`config.mk`:
```
export PLATFORM = sky130hd
export DESIGN_NAME = linear_scan_min_priority_queue_core
export DESIGN_NICKNAME = d
export VERILOG_FILES = /design/src/hdl/lsmpq_pkg.sv /design/src/hdl/lsmpq_mem.sv /design/src/hdl/lsmpq_scan_unit.sv /design/src/hdl/linear_scan_min_priority_queue_core.sv
export VERILOG_INCLUDE_DIRS = /design/src /design/src/hdl
export SDC_FILE = /design/constraint.sdc
export NUM_CORES = 2
export LEC_CHECK = 0
export BUFFER_PORTS_ARGS = -buffer_cell sky130_fd_sc_hd__buf_2
export CORE_UTILIZATION = 35
export CTS_CLUSTER_DIAMETER = 30
export CTS_CLUSTER_SIZE = 20
export DETAILED_ROUTE_END_ITERATION = 7
export PLACE_DENSITY = 0.53
export SLEW_MARGIN = 15
export SYNTH_ARGS = -nofsm -noshare
export SYNTH_HDL_FRONTEND = slang
export SYNTH_SLANG_ARGS = --single-unit
```
`constraint.sdc`:
```
create_clock -name i_clk -period 5.5 [get_ports i_clk]
set_clock_uncertainty 0.05 [all_clocks]
set_input_delay 0 -clock i_clk [delete_from_list [all_inputs] [get_ports i_clk]]
set_output_delay 0 -clock i_clk [all_outputs]
set_load 0.02 [all_outputs]
```
`src/hdl/linear_scan_min_priority_queue_core_defines.svh`:
```
// Assertion macros shared by the priority queue RTL.
`ifndef LINEAR_SCAN_MIN_PRIORITY_QUEUE_CORE_DEFINES_SVH
`define LINEAR_SCAN_MIN_PRIORITY_QUEUE_CORE_DEFINES_SVH

// Same-cycle implication, disabled during reset.
`define LSMPQ_ASSERT_IMPL(label, clk, rst_n, ante, cons) \
    label: assert property (@(posedge clk) disable iff (!(rst_n)) (ante) |-> (cons)) \
        else $error("lsmpq assertion failed");

// Next-cycle implication, disabled during reset.
`define LSMPQ_ASSERT_NEXT(label, clk, rst_n, ante, cons) \
    label: assert property (@(posedge clk) disable iff (!(rst_n)) (ante) |=> (cons)) \
        else $error("lsmpq assertion failed");

`endif

```
`src/hdl/lsmpq_pkg.sv`:
```
// Types and constants of the linear-scan minimum priority queue.
package lsmpq_pkg;

    localparam int DEF_CAPACITY    = 64;
    localparam int DEF_VERTEX_BITS = 16;
    localparam int DIST_BITS       = 32;

    localparam logic OP_INSERT = 1'b0;
    localparam logic OP_REMOVE = 1'b1;

    typedef enum logic [1:0] {
        ST_INSERTED = 2'd0,
        ST_REMOVED  = 2'd1,
        ST_EMPTY    = 2'd2,
        ST_FULL     = 2'd3
    } t_status;

    typedef enum logic [3:0] {
        S_IDLE = 4'b0001,
        S_SCAN = 4'b0010,
        S_COMP = 4'b0100,
        S_RESP = 4'b1000
    } t_state;

    typedef struct packed {
        logic en;
        logic first;
    } t_scan_ctl;

endpackage

```
`src/hdl/lsmpq_mem.sv`:
```
// Entry store: one write port, one registered read port.
module lsmpq_mem #(
    parameter int DEPTH = 64,
    parameter int WIDTH = 48
) (
    input  logic                     i_clk,
    input  logic                     i_we,
    input  logic [$clog2(DEPTH)-1:0] i_waddr,
    input  logic [WIDTH-1:0]         i_wdata,
    input  logic                     i_re,
    input  logic [$clog2(DEPTH)-1:0] i_raddr,
    output logic [WIDTH-1:0]         o_rdata
);
    logic [WIDTH-1:0] mem [DEPTH];
    logic [WIDTH-1:0] r_rdata;

    always_ff @(posedge i_clk) begin
        if (i_we) begin
            mem[i_waddr] <= i_wdata;
        end
    end

    always_ff @(posedge i_clk) begin
        if (i_re) begin
            r_rdata <= mem[i_raddr];
        end
    end

    assign o_rdata = r_rdata;
endmodule

```
`src/hdl/lsmpq_scan_unit.sv`:
```
// Signed compare unit that tracks the minimum entry over a scan.
module lsmpq_scan_unit #(
    parameter int CAPACITY    = lsmpq_pkg::DEF_CAPACITY,
    parameter int VERTEX_BITS = lsmpq_pkg::DEF_VERTEX_BITS
) (
    input  logic                                 i_clk,
    input  lsmpq_pkg::t_scan_ctl                 i_ctl,
    input  logic [$clog2(CAPACITY)-1:0]          i_idx,
    input  logic [VERTEX_BITS-1:0]               i_vertex,
    input  logic signed [lsmpq_pkg::DIST_BITS-1:0] i_distance,
    output logic [$clog2(CAPACITY)-1:0]          o_best_idx,
    output logic [VERTEX_BITS-1:0]               o_best_vertex,
    output logic signed [lsmpq_pkg::DIST_BITS-1:0] o_best_distance
);
    import lsmpq_pkg::*;

    localparam int AW = $clog2(CAPACITY);

    logic [AW-1:0]               r_best_idx;
    logic [VERTEX_BITS-1:0]      r_best_vertex;
    logic signed [DIST_BITS-1:0] r_best_distance;
    logic                        w_take;

    // Newer entries win ties.
    assign w_take = i_ctl.en && (i_ctl.first || (i_distance <= r_best_distance));

    always_ff @(posedge i_clk) begin
        if (w_take) begin
            r_best_idx      <= i_idx;
            r_best_vertex   <= i_vertex;
            r_best_distance <= i_distance;
        end
    end

    assign o_best_idx      = r_best_idx;
    assign o_best_vertex   = r_best_vertex;
    assign o_best_distance = r_best_distance;
endmodule

```
`src/hdl/linear_scan_min_priority_queue_core.sv`:
```
// Insert: written to the store, result registered in S_RESP. A new request is
// taken only in S_IDLE. Remove of the minimum: the scan reads one entry a cycle
// through the compare unit, then the compaction reads the later entries and
// shifts each down one slot. Remove on empty or insert on full skips the store.
// Reset clears the entry count and handshakes; store contents stay undefined.
`include "linear_scan_min_priority_queue_core_defines.svh"
module linear_scan_min_priority_queue_core #(
    parameter int CAPACITY    = lsmpq_pkg::DEF_CAPACITY,
    parameter int VERTEX_BITS = lsmpq_pkg::DEF_VERTEX_BITS
) (
    input  logic        i_clk,
    input  logic        i_rst_n,
    input  logic        s_axis_tvalid,
    output logic        s_axis_tready,
    input  logic [47:0] s_axis_tdata,   // vertex_id[15:0], key_distance[47:16]
    input  logic [0:0]  s_axis_tuser,   // operation[0]
    output logic        m_axis_tvalid,
    input  logic        m_axis_tready,
    output logic [55:0] m_axis_tdata,   // out_vertex[15:0], out_distance[47:16],
                                        // entry_total[54:48], is_vacant[55]
    output logic [1:0]  m_axis_tuser    // status[1:0]
);
    import lsmpq_pkg::*;

    localparam int AW = $clog2(CAPACITY);
    localparam int CW = $clog2(CAPACITY + 1);
    localparam int MW = VERTEX_BITS + DIST_BITS;
    localparam logic [CW-1:0] CAP_CNT = CW'(CAPACITY);

    t_state        r_state, n_state;
    logic [CW-1:0] r_count, n_count;
    logic [CW-1:0] r_idx, n_idx;
    logic          r_rd_v, n_rd_v;
    logic [AW-1:0] r_rd_idx, n_rd_idx;
    t_status       r_status, n_status;
    logic          r_m_valid, n_m_valid;
    logic [1:0]    r_m_user, n_m_user;
    logic [55:0]   r_m_data, n_m_data;

    logic          w_accept;
    logic          w_we, w_re;
    logic [AW-1:0] w_waddr, w_raddr;
    logic [MW-1:0] w_wdata, w_rdata;
    t_scan_ctl     w_scan;
    logic [AW-1:0]               w_best_idx;
    logic [VERTEX_BITS-1:0]      w_best_vertex;
    logic signed [DIST_BITS-1:0] w_best_distance;
    logic [15:0]                 w_res_vertex;
    logic [DIST_BITS-1:0]        w_res_distance;

    lsmpq_mem #(
        .DEPTH (CAPACITY),
        .WIDTH (MW)
    ) u_mem (
        .i_clk   (i_clk),
        .i_we    (w_we),
        .i_waddr (w_waddr),
        .i_wdata (w_wdata),
        .i_re    (w_re),
        .i_raddr (w_raddr),
        .o_rdata (w_rdata)
    );

    lsmpq_scan_unit #(
        .CAPACITY    (CAPACITY),
        .VERTEX_BITS (VERTEX_BITS)
    ) u_scan (
        .i_clk           (i_clk),
        .i_ctl           (w_scan),
        .i_idx           (r_rd_idx),
        .i_vertex        (w_rdata[VERTEX_BITS-1:0]),
        .i_distance      (w_rdata[MW-1:VERTEX_BITS]),
        .o_best_idx      (w_best_idx),
        .o_best_vertex   (w_best_vertex),
        .o_best_distance (w_best_distance)
    );

    assign s_axis_tready = (r_state == S_IDLE);
    assign w_accept      = s_axis_tvalid && s_axis_tready;
    assign w_scan.en     = (r_state == S_SCAN) && r_rd_v;
    assign w_scan.first  = (r_rd_idx == '0);

    assign w_res_vertex   = (r_status == ST_REMOVED) ? 16'(w_best_vertex) : 16'd0;
    assign w_res_distance = (r_status == ST_REMOVED) ? w_best_distance : '0;

    always_comb begin
        n_state   = r_state;
        n_count   = r_count;
        n_idx     = r_idx;
        n_rd_v    = 1'b0;
        n_rd_idx  = r_rd_idx;
        n_status  = r_status;
        n_m_valid = r_m_valid && !m_axis_tready;
        n_m_user  = r_m_user;
        n_m_data  = r_m_data;
        w_we      = 1'b0;
        w_waddr   = r_count[AW-1:0];
        w_wdata   = {s_axis_tdata[47:16], VERTEX_BITS'(s_axis_tdata[15:0])};
        w_re      = 1'b0;
        w_raddr   = r_idx[AW-1:0];

        case (r_state)
            S_IDLE: begin
                if (w_accept) begin
                    n_state = S_RESP;
                    if (s_axis_tuser[0] == OP_INSERT) begin
                        if (r_count == CAP_CNT) begin
                            n_status = ST_FULL;
                        end else begin
                            w_we     = 1'b1;
                            n_count  = r_count + CW'(1);
                            n_status = ST_INSERTED;
                        end
                    end else if (r_count == '0) begin
                        n_status = ST_EMPTY;
                    end else begin
                        n_state = S_SCAN;
                        n_idx   = '0;
                    end
                end
            end
            S_SCAN, S_COMP: begin
                if (r_idx != r_count) begin
                    w_re     = 1'b1;
                    n_idx    = r_idx + CW'(1);
                    n_rd_v   = 1'b1;
                    n_rd_idx = r_idx[AW-1:0];
                end
                if (r_state == S_COMP && r_rd_v) begin
                    // shift the later entry down one slot
                    w_we    = 1'b1;
                    w_waddr = r_rd_idx - AW'(1);
                    w_wdata = w_rdata;
                end
                if (r_idx == r_count && !r_rd_v) begin
                    if (r_state == S_SCAN) begin
                        n_state = S_COMP;
                        n_idx   = CW'(w_best_idx) + CW'(1);
                    end else begin
                        n_state  = S_RESP;
                        n_count  = r_count - CW'(1);
                        n_status = ST_REMOVED;
                    end
                end
            end
            S_RESP: begin
                if (!r_m_valid || m_axis_tready) begin
                    n_m_valid = 1'b1;
                    n_m_user  = r_status;
                    n_m_data  = {(r_count == '0), 7'(r_count), w_res_distance, w_res_vertex};
                    n_state   = S_IDLE;
                end
            end
            default: begin
                n_state = S_IDLE;
            end
        endcase
    end

    always_ff @(posedge i_clk) begin
        if (!i_rst_n) begin
            r_state   <= S_IDLE;
            r_count   <= '0;
            r_rd_v    <= 1'b0;
            r_m_valid <= 1'b0;
        end else begin
            r_state   <= n_state;
            r_count   <= n_count;
            r_rd_v    <= n_rd_v;
            r_m_valid <= n_m_valid;
        end
    end

    always_ff @(posedge i_clk) begin
        r_idx    <= n_idx;
        r_rd_idx <= n_rd_idx;
        r_status <= n_status;
        r_m_user <= n_m_user;
        r_m_data <= n_m_data;
    end

    assign m_axis_tvalid = r_m_valid;
    assign m_axis_tuser  = r_m_user;
    assign m_axis_tdata  = r_m_data;

    `LSMPQ_ASSERT_IMPL(a_count_max, i_clk, i_rst_n, 1'b1, r_count <= CAP_CNT)
    `LSMPQ_ASSERT_IMPL(a_ready_no_read, i_clk, i_rst_n, s_axis_tready, !r_rd_v)
    `LSMPQ_ASSERT_NEXT(a_insert_count, i_clk, i_rst_n,
        w_accept && s_axis_tuser[0] == OP_INSERT && r_count != CAP_CNT,
        r_count == $past(r_count) + CW'(1))
    `LSMPQ_ASSERT_NEXT(a_empty_remove, i_clk, i_rst_n,
        w_accept && s_axis_tuser[0] == OP_REMOVE && r_count == '0,
        r_state == S_RESP && r_status == ST_EMPTY)
endmodule

```
==> metrics.yaml <==
ys.flop_type: "edfxtp_1"
grt-ovfl-total: 0
drive_above_1_share_pct: 34.4
fin_ws_ns: 0.802
required_ns: 6.13
endpoint: "u_mem.mem[30][27]$_DFFE_PP_"
reg2reg_depth: 7
dp_hpwl_um: 230000
seq_area_um2: 97800
vdd_drop_max_mv: 0.340
wl_per_cell_um: 33.3
status: "finished, final reports clean"
num_rows: 219
grt_pass1_wl_um: 526000
final_cell_area_um2: 155000
synthesis.nets: 5590
fin_hold_ws_ns: 0.0772
synth.distinct_cells: 60
cp.arrival_ns: 5.33
synth_compound_area_share_pct: 1.72
cts_tree: "yes"
relSlewSlack_pct: 19.7
die_h_um: 601
cts_setup_buffers: 0
drv_slew: 0
grt_use_total_pct: 20.9
clkSlewWorstSetupHoldPaths_ns: 0.05
place_area_um2: 134000
synthesis.area_um2: 126000
timing.fmax_mhz: 213
p_leak_nw: 50.1
antenna_found_initial: 28
synth_top_family_by_area: "multiplexers"
grt_setup_unrepaired: "no"
drt-initial-drc-count: 7984
r2r_start: "r_state[2]$_SDFFE_PN0P_"
nets: 6359
synthSimpleGateAreaFrac_pct: 1.95
final-hold-violation-count: 0
io_pins: 113
route.final.wire_length_um: 383000
vias_per_cell: 5.56
async_flop_share_pct: 0
crit_fanout: 23
period_needed_ns: 4.70
r2r-end: "u_mem.mem[30][27]$_DFFE_PP_"
power.density_nw_per_um2: 434
multi_input_area_um2: 26800
syn_inst: 5495
drtAntennaViolNets: 0
start_util_pct: 35.2
clockRootBuffer: "clkbuf_16"
muxShareOfSynthArea_pct: 16.6
synth_seq_cells: 3260
drc: 0
synthAdderAreaFrac_pct: 0.424
htreeDepth: 6
coreArea_um2: 356000
cts_made_buffers: 585
place_ws_ns: 0.963
cts_num_sinks: 3260
dr.pass1.iters: 5
r2r_setup_slack_ns: 0.80
fp.dieW_um: 601
clock_latency_ns: 1.03
place_congestion: 0.870
startpoint: "r_state[2]$_SDFFE_PN0P_"
fin_setup_tns_ns: 0
finalSetupViolCount: 0
yosys_warnings: 0
area.growth.synth_to_final_pct: 23.3
finalCritPeriodShare_pct: 85.4
synth-edff-count: 3247
dieArea_um2: 361000
clockBufferDepth: 4
grt_pass1_vias: 64400
ctsResizeCount: 0
grt_start_max_net_pins: 70
end_kind: "flop"
num-fill-cells: 30100
cts_hold_buffers: 52
num_vias: 63900
avgSynthCellArea_um2: 22.9
cp-start-kind: "flop"
max_cap_violations: 0
port_buffers: 112
hp-class: "primary input to flop"
worst_pin_slew_ns: 1.20
synth_xor_xnor_area_share_pct: 0.188
yosysSeqAreaShare_pct: 77.8
crit_type: "flop to flop"
==> worst max-delay path: stages, from the launching register on <==
cell and delay, ns:
dfxtp_1 0.48, nor2b_1 0.35, and3_4 0.47, buf_4 0.49, mux2i_1 0.72, nand2_1 0.68
nor2_4 0.75, buf_4 0.32
==> sequential cells by signal, summed over array words and instances (netlist names) <==
register,flops
r_status,2
u_scan.o_best_idx,6
m_axis_tuser,2
r_idx,7
m_axis_tdata,56
u_scan.o_best_distance,32
r_rd_idx,6
r_count,7
u_mem.o_rdata,48
m_axis_tvalid,1
u_mem.mem,3072
r_state,4
u_scan.o_best_vertex,16
r_rd_v,1
==> metrics by stage <==
step | power (mW) | util [%] | instances
final | 67.2 | 43.4 | 11500
after global routing | 68.9 | 43.4 | 11500
after CTS | 67.6 | 43.4 | 11500
after detailed placement | 31.5 | 37.7 | 10400
after global placement | 31.4 | 37.7 | 10400
after floorplan | 30.0 | - | 5495
==> layout make-up <==
| cell class | instances | area share, % |
|---|---|---|
| Inverter | 40 | 0.0986 |
| Clock inverter | 420 | 3.28 |
| Multi-Input combinational cell | 1910 | 17.3 |
| Antenna cell | 6 | 0.00970 |
| Tap cell | 4751 | 3.84 |
| Timing Repair Buffer | 467 | 2.67 |
| Clock buffer | 649 | 9.66 |
| Sequential cell | 3260 | 63.1 |
==> cells in the final DEF, fill, tap and decap left out, types with 64 or more instances in the layout <==
cell / n
a211oi_1: 86
a21oi_1: 87
buf_2: 112
buf_4: 240
bufinv_16: 71
clkbuf_16: 588
clkinv_1: 83
clkinv_2: 77
edfxtp_1: 3247
mux2i_1: 112
mux4_2: 866
nand2_1: 193
nor2_4: 64
nor2b_1: 72
==> worst min path at each step <==
stage / start / endpoint / slack, ns / depth (start not counted)
after global placement: i_rst_n / r_state[0]$_SDFFE_PN1P_ / 0.29 / 2
after detailed placement: i_rst_n / r_state[0]$_SDFFE_PN1P_ / 0.31 / 2
after CTS: s_axis_tvalid / r_state[1]$_SDFFE_PN0P_ / 0.02 / 6
after floorplan: i_rst_n / r_count[6]$_SDFFE_PN0P_ / 0.10 / 1
final: s_axis_tdata[13] / u_mem.mem[40][13]$_DFFE_PP_ / 0.08 / 4
after global routing: s_axis_tdata[40] / u_mem.mem[15][40]$_DFFE_PP_ / 0.06 / 4
==> layer usage <==
metal / vias up / track usage, % / part of all wire, %
met2: 3198 / 32.3 / 46
met1: 35100 / 29.7 / 42
met4: 6 / 6.27 / 3.1
met3: 577 / 4.31 / 8.4
li1: 25100 / - / -
met5: - / 0 / 0.011
==> where the power goes <==
part           switching (mW)  total (mW)  leakage [nW]  internal, mW
registers              0.0606        27.6          29.3          27.5
clock network            12.9        36.2          9.61          23.2
logic                    2.23        3.44          11.2          1.21
total                    15.2        67.2          50.1          52.0
==> cells in the mapped netlist (all sizes together) (11+ instances only) <==
cell type	number	area, um2
a22oi	13	97.6
nand3	14	70.1
inv	40	150
nor2b	75	469
o22ai	39	244
o31ai	15	113
mux4	866	19500
mux2	17	191
a221oi	16	140
nand2	197	739
a21oi	88	440
xnor2	11	96.3
buf	177	1090
mux2i	113	1130
o21ai	31	155
a211oi	86	646
nor3	14	75.1
nand2b	12	75.1
nor2	125	469
dfxtp	13	260
and2	52	325
ha	41	513
edfxtp	3247	97500
xor2	16	140
clkbuf	108	405
==> cells by family after synthesis <==
kind of cell | Yosys count
fa+ha+maj | 42
mux | 996
flops | 3260
buf+inv | 325
simple gates | 519
xor+xnor | 27
compound gates | 326
Power figures use the tool's default switching activity.
